$ cat config.mk
export PLATFORM = sky130hd
export DESIGN_NAME = hashed_slot_allocator
export DESIGN_NICKNAME = d
export VERILOG_FILES = /design/src/rtl/hsa_pkg.sv /design/src/rtl/hashed_slot_allocator.sv
export VERILOG_INCLUDE_DIRS = /design/src /design/src/rtl
export SDC_FILE = /design/constraint.sdc
export NUM_CORES = 1
export LEC_CHECK = 0
export BUFFER_PORTS_ARGS = -buffer_cell sky130_fd_sc_hd__buf_2
export CORE_MARGIN = 4
export CORE_UTILIZATION = 55
export CTS_CLUSTER_DIAMETER = 200
export DETAILED_ROUTE_END_ITERATION = 16
export PLACE_DENSITY = 0.74
export REMOVE_ABC_BUFFERS = 1
export SLEW_MARGIN = 10
export SYNTH_ARGS = -nofsm -noshare
export SYNTH_HDL_FRONTEND = slang
export SYNTH_SLANG_ARGS = --single-unit
$ cat constraint.sdc
create_clock -name i_clk -period 7.2 [get_ports i_clk]
set_input_delay 0.72 -clock i_clk [delete_from_list [all_inputs] [get_ports i_clk]]
set_output_delay 0.72 -clock i_clk [all_outputs]
set_load 0.02 [all_outputs]
$ cat src/rtl/hashed_slot_allocator_macros.svh
// Assertion macros shared by the slot allocator RTL.
// Depends on nothing; the asserting module supplies i_clk and i_rst_n.
`ifndef HASHED_SLOT_ALLOCATOR_MACROS_SVH
`define HASHED_SLOT_ALLOCATOR_MACROS_SVH

// Same-cycle implication, checked outside reset.
`define HSA_ASSERT_NOW(label, ante, cons, msg) \
    label: assert property (@(posedge i_clk) disable iff (!i_rst_n) (ante) |-> (cons)) \
        else $error(msg);

// Next-cycle implication, checked outside reset.
`define HSA_ASSERT_NEXT(label, ante, cons, msg) \
    label: assert property (@(posedge i_clk) disable iff (!i_rst_n) (ante) |=> (cons)) \
        else $error(msg);

`endif

$ cat src/rtl/hsa_pkg.sv
// Constants and helpers for the hashed slot allocator.
// Depends on nothing; used by hashed_slot_allocator.
package hsa_pkg;

    localparam int KIND_W    = 2;
    localparam int SLOT_W    = 8;
    localparam int NUM_SLOTS = 255;

    localparam logic [KIND_W-1:0] KIND_CHAR  = 2'd0;
    localparam logic [KIND_W-1:0] KIND_END   = 2'd1;
    localparam logic [KIND_W-1:0] KIND_CLEAR = 2'd2;

    localparam logic [SLOT_W-1:0] HASH_MUL  = 8'd19;
    localparam logic [SLOT_W-1:0] HASH_ADD  = 8'd13;
    localparam logic [SLOT_W-1:0] LAST_SLOT = 8'(NUM_SLOTS);
    localparam logic [SLOT_W-1:0] LAST_ADDR = 8'(NUM_SLOTS - 1);

    // Linear probe order: 1, 2, ..., 255, then back to 1.
    function automatic logic [SLOT_W-1:0] next_slot(input logic [SLOT_W-1:0] s);
        logic [SLOT_W-1:0] r;
        r = (s >= LAST_SLOT) ? 8'd1 : s + 8'd1;
        return r;
    endfunction

endpackage

$ cat src/rtl/hashed_slot_allocator.sv
// An end item raises o_valid once its probe has checked N slots (1..255), one map read
// per cycle. Throughput: one character item per cycle while idle; an end item holds the
// input for the probe.
// A clear item, and reset, sweep the 255-entry occupancy memory one entry per cycle,
// so the block takes no item until the sweep ends.
// Reset is synchronous, active low; the hash returns to zero and the output is empty.
`include "hashed_slot_allocator_macros.svh"

module hashed_slot_allocator
    import hsa_pkg::*;
(
    input  logic              i_clk,
    input  logic              i_rst_n,
    input  logic              i_valid,
    output logic              o_stall,
    input  logic [KIND_W-1:0] i_kind,
    input  logic [SLOT_W-1:0] i_ch,
    output logic              o_valid,
    input  logic              i_stall,
    output logic [SLOT_W-1:0] o_slot,
    output logic              o_full_res
);

    // Control states. The clear sweep is also where reset lands, since the
    // occupancy memory itself has no reset.
    localparam logic [1:0] ST_CLEAR = 2'd0;
    localparam logic [1:0] ST_IDLE  = 2'd1;
    localparam logic [1:0] ST_PROBE = 2'd2;

    logic [1:0]        r_state,    n_state;
    logic [SLOT_W-1:0] r_hash,     n_hash;
    logic [SLOT_W-1:0] r_clr,      n_clr;
    logic [SLOT_W-1:0] r_rd_slot,  n_rd_slot;
    logic [SLOT_W-1:0] r_chk_slot, n_chk_slot;
    logic              r_chk_vld,  n_chk_vld;
    logic [SLOT_W-1:0] r_count,    n_count;
    logic              r_out_vld,  n_out_vld;
    logic [SLOT_W-1:0] r_slot,     n_slot;
    logic              r_full,     n_full;

    // Occupancy map: entry a holds the taken flag of slot a+1.
    logic              r_mem [0:NUM_SLOTS-1];
    logic              r_rd_data;
    logic [SLOT_W-1:0] rd_addr;
    logic              wr_en;
    logic [SLOT_W-1:0] wr_addr;
    logic              wr_data;

    logic              in_accept;
    logic [SLOT_W-1:0] ch_term;
    logic [SLOT_W-1:0] start_slot;

    // An end item is held off while a previous result still waits, so the
    // probe can always finish into an empty output register.
    assign o_stall   = (r_state != ST_IDLE) || (r_out_vld && (i_kind == KIND_END));
    assign in_accept = i_valid && !o_stall;

    assign o_valid    = r_out_vld;
    assign o_slot     = r_slot;
    assign o_full_res = r_full;

    // Character contribution (ch*19) mod 256; the +13 is added with the hash.
    assign ch_term    = 8'(16'(i_ch) * 16'(HASH_MUL));
    assign start_slot = (r_hash == 8'd0) ? 8'd1 : r_hash;
    assign rd_addr    = r_rd_slot - 8'd1;

    // The probe issues one read per cycle. The read of slot s returns in the
    // next cycle while slot s+1 is already being read, so r_chk_slot tracks
    // which slot r_rd_data belongs to. The first free slot ends the probe;
    // the read issued alongside it is simply dropped. The only write in a
    // probe happens as it ends, so no read can see a stale entry.
    always_comb begin
        n_state    = r_state;
        n_hash     = r_hash;
        n_clr      = r_clr;
        n_rd_slot  = r_rd_slot;
        n_chk_slot = r_chk_slot;
        n_chk_vld  = r_chk_vld;
        n_count    = r_count;
        n_out_vld  = r_out_vld;
        n_slot     = r_slot;
        n_full     = r_full;
        wr_en      = 1'b0;
        wr_addr    = r_clr;
        wr_data    = 1'b0;

        if (r_out_vld && !i_stall) begin
            n_out_vld = 1'b0;
        end

        unique case (r_state)
            ST_CLEAR: begin
                wr_en   = 1'b1;
                wr_addr = r_clr;
                wr_data = 1'b0;
                n_clr   = r_clr + 8'd1;
                if (r_clr == LAST_ADDR) begin
                    n_state = ST_IDLE;
                end
            end
            ST_IDLE: begin
                if (in_accept) begin
                    case (i_kind)
                        KIND_CHAR: begin
                            n_hash = r_hash + ch_term + HASH_ADD;
                        end
                        KIND_END: begin
                            n_rd_slot = start_slot;
                            n_hash    = 8'd0;
                            n_chk_vld = 1'b0;
                            n_count   = 8'd0;
                            n_state   = ST_PROBE;
                        end
                        KIND_CLEAR: begin
                            n_clr   = 8'd0;
                            n_state = ST_CLEAR;
                        end
                        default: begin
                        end
                    endcase
                end
            end
            ST_PROBE: begin
                n_chk_slot = r_rd_slot;
                n_chk_vld  = 1'b1;
                n_rd_slot  = next_slot(r_rd_slot);
                if (r_chk_vld) begin
                    if (!r_rd_data) begin
                        wr_en     = 1'b1;
                        wr_addr   = r_chk_slot - 8'd1;
                        wr_data   = 1'b1;
                        n_out_vld = 1'b1;
                        n_slot    = r_chk_slot;
                        n_full    = 1'b0;
                        n_state   = ST_IDLE;
                    end else if (r_count == LAST_ADDR) begin
                        // Every slot has been seen taken: the map is full.
                        n_out_vld = 1'b1;
                        n_slot    = 8'd0;
                        n_full    = 1'b1;
                        n_state   = ST_IDLE;
                    end else begin
                        n_count = r_count + 8'd1;
                    end
                end
            end
            default: begin
                n_state = ST_IDLE;
            end
        endcase
    end

    always_ff @(posedge i_clk) begin
        if (wr_en) begin
            r_mem[wr_addr] <= wr_data;
        end
        if (r_state == ST_PROBE) begin
            r_rd_data <= r_mem[rd_addr];
        end
    end

    always_ff @(posedge i_clk) begin
        if (!i_rst_n) begin
            r_state   <= ST_CLEAR;
            r_hash    <= 8'd0;
            r_clr     <= 8'd0;
            r_chk_vld <= 1'b0;
            r_count   <= 8'd0;
            r_out_vld <= 1'b0;
        end else begin
            r_state   <= n_state;
            r_hash    <= n_hash;
            r_clr     <= n_clr;
            r_chk_vld <= n_chk_vld;
            r_count   <= n_count;
            r_out_vld <= n_out_vld;
        end
    end

    always_ff @(posedge i_clk) begin
        r_rd_slot  <= n_rd_slot;
        r_chk_slot <= n_chk_slot;
        r_slot     <= n_slot;
        r_full     <= n_full;
    end

    `HSA_ASSERT_NOW(a_full_is_slot_zero, o_valid, (o_full_res == (o_slot == 8'd0)), "full flag and slot disagree")
    `HSA_ASSERT_NOW(a_alloc_only_free, (r_state == ST_PROBE) && wr_en, (r_chk_vld && !r_rd_data), "probe wrote a slot not seen free")
    `HSA_ASSERT_NEXT(a_end_starts_probe, in_accept && (i_kind == KIND_END), (r_state == ST_PROBE) && !r_chk_vld, "end item did not start a probe")
    `HSA_ASSERT_NOW(a_busy_stalls, (r_state != ST_IDLE), o_stall, "input taken while busy")

endmodule
==> reports/qor.csv <==
stage,metric,value,unit
clock_network,holdBufCountCts,0,
power_and_ir_drop,p_sw,0.8085,mW
drt,dr_total_vias,9065,
cells_and_area,final_common_cell,nor2_1,
yosys,ys.flop_type,edfxtp_1,
grt,grt_usage,0.2195,
floorplanning,design.die.area,0.02925,sq mm
place,routabilityCongestion,0.8615,
drt,drt_iter0_drc,945,
clock_network,root_buffer,clkbuf_16,
clock_network,cts_buffer_depth,3,
sta,setup_viol,0,
cells_and_area,n_antenna_cell,0,
sta,fin_skew,0.01922,ns
drt,wl,31700,um
grt,grt_max_degree,148,
power_and_ir_drop,internal_power,2.948,mW
floorplanning,die_h,171.0,um
cells_and_area,area_growth_syn_to_layout,9.012,%
drt,detail-route-antenna-nets,0,
yosys,ys_types,67,
yosys,synth_edf_count,281,
grt,grt_pass1_wl,49880,um
setup_path,rrSetupSlack,3.57,ns
worst_hold_path,holdPathStages,3,
sta,final_hold_viol_count,0,
sta,slew_headroom,0.3149,
power_and_ir_drop,p_clk_frac,0.448,
yosys,synth_seq_cells,309,
clock_network,insertion_delay,0.53,ns
sta,tightestPinTransition,1.028,ns
run_status,status,"complete, no violations",
sta,slew_violations,0,
power_and_ir_drop,power.density,235.7,mW/mm^2
sta,whs,0.4789,ns
yosys,seq_area_frac_synth,0.6155,
floorplanning,rows,59,
floorplanning,io_pins,25,
yosys,synthCells,1134,
cells_and_area,final_util,0.6099,
sta,rsz0062_at_grt,false,
power_and_ir_drop,combPwrFrac,0.037,
sta,fmaxAchievable,275.3,MHz
power_and_ir_drop,seqPwrFrac,0.515,
setup_path,cp.arrival,3.91,ns
clock_network,tritoncts,done,
worst_hold_path,holdPathEnd,o_valid,
yosys,yosys.area.top_type_share,0.5772,
setup_path,rr_worst_depth,10,
setup_path,crit_path_start_kind,flop,
drt,viasPerCell,6.055,
cells_and_area,drive_gt1_frac,0.1334,
worst_hold_path,hp-class,in -> reg,
sta,fin_crit_sh,0.5044,
yosys,synthArstFlopShare,0,
setup_path,worstSetupEndpointType,flop,
cells_and_area,mostFrequentLayoutCells,"nor2_1, edfxtp_1, nand2_1",
setup_path,cp_max_fo,25,
power_and_ir_drop,swShare,0.2152,
drt,drc,0,
clock_network,ctsHtreeMaxLevel,2,
job,drv_cap,0,
grt,globalRouteOverflowTotal,0,
setup_path,worst-setup-path-type,reg -> reg,
clock_network,post-cts-setup-buffers,0,
setup_path,r2r_start,r_rd_slot[0],
power_and_ir_drop,leakagePower,5.708,nW
clock_network,clock-sinks,309,
clock_network,post_cts_resized,0,
setup_path,cp.required,7.47,ns
cells_and_area,nets,1184,
setup_path,reg2reg_to,r_rd_data,
drt,routedWlPerCell,21.17,um
floorplanning,start_util,0.5595,
power_and_ir_drop,peakVddDrop,0.1991,mV
worst_hold_path,worstHoldStart,i_stall,
place,portBuffers,24,
clock_network,cts_inserted_buffers,34,
clock_network,clk_pin_slew,0.06,ns
yosys,avgSynthCellArea,12.89,sq um
yosys,yosys_warnings,0,
floorplanning,fp.coreArea,0.02613,sq mm
sta,fin_crit,3.632,ns
place,hpwlAfterDp,19240,um
grt,antenna_found_initial,0,
grt,grt_pass1_vias,8968,
yosys,synth_area,0.01462,sq mm
yosys,synth.largest_area_cell,edfxtp_1,
floorplanning,dieWidth,171.0,um
drt,dr.pass1.iters,6,
yosys,synthTopCellsByArea,"edfxtp_1, mux4_2, nor2_1",
[flip-flops by register name, indices dropped and copies added, names as in the netlist]
name / cells
r_mem: 255
o_slot: 8
r_chk_slot: 8
r_clr: 8
r_count: 8
r_hash: 8
r_rd_slot: 8
r_state: 2
o_full_res: 1
o_valid: 1
r_chk_vld: 1
r_rd_data: 1
[per-stage QoR]
| stage | instance area (sq um) | power (mW) | cells | setup WS (ns) | TNS, ns |
|---|---|---|---|---|---|
| final | 15940 | 3.756 | 1497 | 3.568 | 0 |
| after floorplan | 14250 | 2.070 | 1069 | -1.919 | -885.20 |
| after global placement | 14860 | 2.107 | 1435 | 3.580 | 0 |
| after CTS | 15930 | 3.775 | 1497 | 3.550 | 0 |
| after detailed placement | 14860 | 2.111 | 1435 | 3.495 | 0 |
| after global routing | 15940 | 3.873 | 1497 | 3.366 | 0 |
[cells in the mapped netlist, types with 10 or more instances]
master and number:
xnor2_1 23, dfxtp_1 28, nor2b_1 17, o21ai_0 10
nand3_1 22, nor2_1 300, mux2i_1 14, mux4_2 55
nand2_1 102, nand4_1 14, fa_1 10, buf_2 36
xor2_1 17, ha_1 24, edfxtp_1 281, inv_1 31
a21oi_1 23
[critical path, cell delays in order, from the launching register on]
cell	delay [ns]
edfxtp_1	0.40
inv_2	0.22
ha_2	0.34
xor2_4	0.79
buf_4	0.41
mux4_1	0.57
nand2_1	0.08
a31oi_1	0.09
a31oi_1	0.22
nand4_1	0.09
and3_1	0.15
[power by group through the flow]
stage / logic [mW] / registers [mW] / clock network, mW
finish: 0.139 / 1.93 / 1.68
global route: 0.155 / 1.93 / 1.79
CTS: 0.140 / 1.93 / 1.70
detailed placement: 0.140 / 1.97 / 0
global placement: 0.136 / 1.97 / 0
floorplan: 0.0994 / 1.97 / 0
[logic make-up after synthesis]
logic type                 count (synthesis)  synth area share
muxes                                     77            0.1087
xor gates and xnor gates                  41           0.02507
DFF                                      309            0.6155
and+or+nand+nor                          498            0.1451
AOI/OAI and AO/OA                         78           0.03766
adders and majority gates                 34           0.03423
buffers and inverters                     97           0.03380
[metal layers]
metal,part of all wire,track usage,vias to the layer above
li1,-,-,4069
met5,0,0,-
met4,0.015,0.04271,0
met1,0.40,0.2980,4583
met2,0.50,0.3704,363
met3,0.081,0.05037,50
[cell type report]
type / instances / area (sq um)
multi-input cells: 728 / 5149
flip-flops and latches: 309 / 8999
clock inverters: 18 / 186.4
inverters: 32 / 120.1
well taps: 335 / 419.2
fillers: 1997 / 10190
clock buffers: 44 / 888.4
repair buffers: 31 / 176.4
[how the worst max path moves through the flow]
stage / start / to
2_1_floorplan: r_state[1] / r_mem[0]
4_1_cts: r_rd_slot[0] / r_rd_data
3_5_place_dp: i_ch[3] / r_hash[7]
3_3_place_gp: i_ch[3] / r_hash[7]
6_report: r_rd_slot[0] / r_rd_data
5_1_grt: r_rd_slot[0] / r_rd_data
(Power assumes the default switching activity.)
